### config.mk
export PLATFORM = sky130hd
export DESIGN_NAME = ksel_cell
export DESIGN_NICKNAME = d
export VERILOG_FILES = /design/src/ksel_pkg.sv /design/src/ksel_cell.sv
export SDC_FILE = /design/constraint.sdc
export NUM_CORES = 1
export LEC_CHECK = 0
export ABC_AREA = 1
export BUFFER_PORTS_ARGS = -buffer_cell sky130_fd_sc_hd__buf_2
export CAP_MARGIN = 20
export CELL_PAD_IN_SITES_DETAIL_PLACEMENT = 2
export CELL_PAD_IN_SITES_GLOBAL_PLACEMENT = 2
export CORE_AREA = 2 2 117 119
export DETAILED_ROUTE_END_ITERATION = 12
export DIE_AREA = 0 0 119 121
export PLACE_DENSITY = 0.79
export SYNTH_ARGS = -nofsm -noshare
export SYNTH_HDL_FRONTEND = slang
export SYNTH_SLANG_ARGS = --single-unit
### constraint.sdc
create_clock -name clock -period 3.7 [get_ports clock]
set_input_delay 0.185 -clock clock [delete_from_list [all_inputs] [get_ports clock]]
set_output_delay 0.185 -clock clock [all_outputs]
set_load 0.01 [all_outputs]
### src/ksel_pkg.sv
`timescale 1ns / 1ps
package ksel_pkg;
   localparam int MAX_ITEMS = 1024;
   localparam int DATA_W    = 32;
   localparam int RANK_W    = 10;
   localparam int CNT_W     = $clog2(MAX_ITEMS + 1);
   localparam int CTR_W     = (CNT_W > RANK_W) ? CNT_W : RANK_W;

   typedef struct packed {
      logic clear;
      logic shift;
   } ksel_ctrl_type;

   typedef enum logic [1:0] {
      ST_LOAD,
      ST_DRAIN,
      ST_SHIFT,
      ST_FINISH
   } ksel_state_type;
endpackage

### src/ksel_cell.sv
`timescale 1ns / 1ps
module ksel_cell (
   input  logic                         clock,
   input  logic                         reset,
   input  ksel_pkg::ksel_ctrl_type      ctrl,
   input  logic                         in_vld,
   input  logic signed [ksel_pkg::DATA_W-1:0] in_val,
   input  logic signed [ksel_pkg::DATA_W-1:0] right_val,
   output logic signed [ksel_pkg::DATA_W-1:0] held_val,
   output logic                         carry_vld,
   output logic signed [ksel_pkg::DATA_W-1:0] carry_val
);
   import ksel_pkg::*;

   logic signed [DATA_W-1:0] held_ff, held_in;
   logic signed [DATA_W-1:0] carry_ff, carry_in;
   logic                     occ_ff, occ_in;
   logic                     cvld_ff, cvld_in;

   always_comb begin
      held_in  = held_ff;
      carry_in = carry_ff;
      occ_in   = occ_ff;
      cvld_in  = 1'b0;
      if (ctrl.clear) begin
         occ_in = 1'b0;
      end else if (ctrl.shift) begin
         held_in = right_val;
      end else if (in_vld) begin
         if (!occ_ff) begin
            held_in = in_val;
            occ_in  = 1'b1;
         end else if (in_val < held_ff) begin
            held_in  = in_val;
            carry_in = held_ff;
            cvld_in  = 1'b1;
         end else begin
            carry_in = in_val;
            cvld_in  = 1'b1;
         end
      end
   end

   always_ff @(posedge clock) begin
      if (reset) begin
         occ_ff  <= 1'b0;
         cvld_ff <= 1'b0;
      end else begin
         occ_ff  <= occ_in;
         cvld_ff <= cvld_in;
      end
   end

   always_ff @(posedge clock) begin
      held_ff  <= held_in;
      carry_ff <= carry_in;
   end

   assign held_val  = held_ff;
   assign carry_vld = cvld_ff;
   assign carry_val = carry_ff;
endmodule

==> summary.md <==
| Metric | Value |
|---|---|
| Status | complete, no violations |
| Reg2Reg Launch Point | held_val[5]$_DFFE_PP_ |
| Setup WS post-layout | between 1 and 1.5 ns |
| Core Util, Final | 37.2% |
| Die outline width | between 100 and 150 microns |
| Vias in the first global route | 3,763 |
| Worst-path clk slew | ~0.060 ns |
| Fin. max-slew vios | 0 |
| Register area share after synthesis | between 50% and 60% |
| Post-synth ARST share | 0% |
| Seq cells post-synth | 66 |
| Pre-CTS WS | between 1 and 1.5 ns |
| Net switching power | 582 uW |
| Total grt overflow | 0 |
| Final setup violation count | 0 |
| R2r setup slk | between 1 and 1.5 ns |
| 1st-iter DRT viols | 93 |
| Crit path top cell by count | nand2_1 |
| Drt first pass iters | 4 |
| Global placer's final weighted congestion | 0.764 |
| CP peak stage delay | ~0.42 ns |
| Critical-path top delay cell | edfxtp_1 |
| Hold Path Sink | carry_vld$_SDFF_PP0_ |
| Initial antenna violation count | 1 |
| Worst-Margin Slew | between 0.8 and 0.9 ns |
| Die height | between 100 and 150 microns |
| HP Start | reset |
| Routed len/inst | 16.3 microns |
| Largest net degree at the start of global routing | 36 |
| Clock latency on the worst-skew pair | between 0.3 and 0.4 ns |
| CP Max Fanout | 22 |
| RR Endpoint | held_val[3]$_DFFE_PP_ |
| Synth Flop Type | edfxtp_1 |
| Synth area leaders | edfxtp_1 51%, nand2_1 20%, ha_1 10% |
| Largest area contributor in the netlist | edfxtp_1 |
| EDFF count, synth | 64 |
| Total power | about 2.1 mW |
| Root buf cell | clkbuf_16 |
| Clk network pwr share | 39.6% |
| Port bufs | around 130 |
| Setup TNS | 0 ns |
| Fmax | about 400 MHz |
| Max clock buf depth | 2 |
| Dpl cell area | roughly 4600 sq um |
| RSZ-0062 raised after global routing | false |
| Synth top cells by count | 199 x nand2_1, 64 x edfxtp_1, 46 x inv_1 |
| Worst hold margin | between 0.05 and 0.06 ns |
| Maxcap violations | 0 |
| Register share of total power | a little over two fifths |
| Worst setup EP type | flip-flop |
| Final Hold Violating Endpoints | 0 |
| VDD IR max | between 0.0002 and 0.00025 V |
| Synthesis warning total | 0 |
| CTS HTree Levels | 3 |
| Antenna viol nets, final | 0 |
| Top Ports | around 130 |
| Die area | approximately 14,000 sq um |
| Clock sinks | 66 |
| Post-route minimum period | about 2.5 ns |
| WL final | between 10,000 and 15,000 microns |
| Placeable Area | roughly 13,000 sq um |
| Placed cell count | 724 |
| Tcrit/Tclk final | 67.9% |
| Layout Cell Area excl Fill | roughly 5000 sq um |
| Synth Net Count | ~520 |
| Number of stages on the worst hold path | 2 |
| Final HPWL DP | between 9000 and 10,000 microns |
| Row cnt | 42 |
| HP Class | input pin to flip-flop |
| Finished Layout Cells | 740 |
| Starting Density | 28.7% |
| GRT Total Usage | 17.5% |
| Lkg Pwr | about 2.5 nW |
| Data required, critical path | roughly 3.7 ns |
| Cell Area, Synth | 3760 sq um |
| Most numerous cell in the Yosys netlist | nand2_1 |
| Post_cts resized | 0 |
| Yosys cell types | 21 |
| Layout cells sized above 1 | between 30% and 40% |
| Synthesized netlist cell count | approximately 420 |
| Setup CP Type | flip-flop to flip-flop |
| Num CTS Buffers | 9 |
| Post-CTS repair timing setup buffer count | 0 |
| Critical path, cell by cell | inv_1 > ha_1 > a21oi_1 > nor2_1 > nor3_1 > nand2_1 > nand2_1 > nand2_1 > nand2_2 > nand3_1 > nand3_1 > nand2_1 > inv_1 > buf_4 |
| Top-area cell type share of the netlist area | 51.2% |
| # DRC | 0 |
| Comb pwr share | between 10% and 20% |
| R2r worst-path depth | 14 |
| Synth-to-Final Area Change | 29.6% |
| Clk_skew | 0.0106 ns |
| Int Power | around 1.5 mW |
| Slew headroom | between 40% and 50% |
| Cell area power density | around 430 nW/um^2 |
| Vias per inst | about 4.6 |
| Cts hold-fix bufs | 0 |
| Vias | 3,391 |
| Global-route wire length before repair | 19,100 microns |
| Final #Nets | about 660 |
| CP startpoint kind | flip-flop |
| Syn_area_per_cell | a little under 9 sq um |
| CTS tree | done |
| Crit path arrival time | approximately 2.5 ns |
| Diode count | 0 |
| Switching Share | between 20% and 30% |
-- worst max-delay path by stage --
stage | slack (ns) | start | endpoint | depth (start not counted)
finish | 1.19 | held_val[5]$_DFFE_PP_ | held_val[3]$_DFFE_PP_ | 14
global route | 0.98 | held_val[5]$_DFFE_PP_ | held_val[28]$_DFFE_PP_ | 14
CTS | 1.11 | held_val[5]$_DFFE_PP_ | held_val[28]$_DFFE_PP_ | 14
detailed placement | 1.13 | held_val[5]$_DFFE_PP_ | held_val[6]$_DFFE_PP_ | 14
global placement | 1.25 | held_val[5]$_DFFE_PP_ | held_val[4]$_DFFE_PP_ | 14
floorplan | 0.49 | ctrl[0] | carry_val[0]$_DFFE_PP_ | 4
-- placed cells by master, fill, tap and decap left out, types with 5 or more instances in the layout --
cell type  Yosys  final
a21oi_1       16     16
o21ai_0        6      6
nor2_1         8      8
ha_1          31     31
edfxtp_1      64     64
buf_4          0      6
nand2_2       20     20
clkbuf_16      0      9
nand3_1        5      5
inv_1         46     46
nand2_1      199    199
buf_2          0    133
-- flip-flops by register name, summed over array words and instances, names as in the netlist --
register / count
carry_val: 32
held_val: 32
occ_ff: 1
carry_vld: 1
-- power groups by stage --
stage	Clock (mW)	Combinational, mW	Sequential (mW)
after global placement	0	0.369	0.904
after global routing	0.884	0.439	0.894
final	0.834	0.381	0.891
after detailed placement	0	0.391	0.907
after CTS	0.859	0.395	0.891
after floorplan	0	0.244	0.915
-- layout make-up --
cell class	instances	area, sq um
Sequential cell	66	1960
Clock inverter	3	40.0
Fill cell	1481	8220
Timing Repair Buffer	139	711
Tap cell	176	220
Inverter	46	173
Multi-Input combinational cell	297	1520
Clock buffer	13	240
-- cell families (layout without fill, tap and decap cells) --
family          Yosys count  in the layout  synth area share [%]
simple gates            241            241                  26.3
flops                    66             66                  52.2
buf+inv                  59            201                  7.40
fa+ha+maj                31             31                  10.3
compound gates           25             25                  3.73
-- metal layers --
layer / share of wire, % / track usage [%] / vias up / wire, microns
li1: - / - / 1622 / -
met1: 40 / 18.7 / 1668 / 4760
met2: 54 / 33.2 / 84 / 6530
met3: 5.1 / 5.59 / 15 / 620
met4: 0.95 / 4.24 / 2 / 115
met5: 0.11 / 0 / - / 13
-- critical path: cells and delay by family (launching register included) --
kind | cells | cell delay (ns)
and+or+nand+nor | 9 | 0.87
buffers and inverters | 3 | 0.46
DFF | 1 | 0.42
adders and majority gates | 1 | 0.24
AOI/OAI and AO/OA | 1 | 0.16
Power figures use the tool's default switching activity.
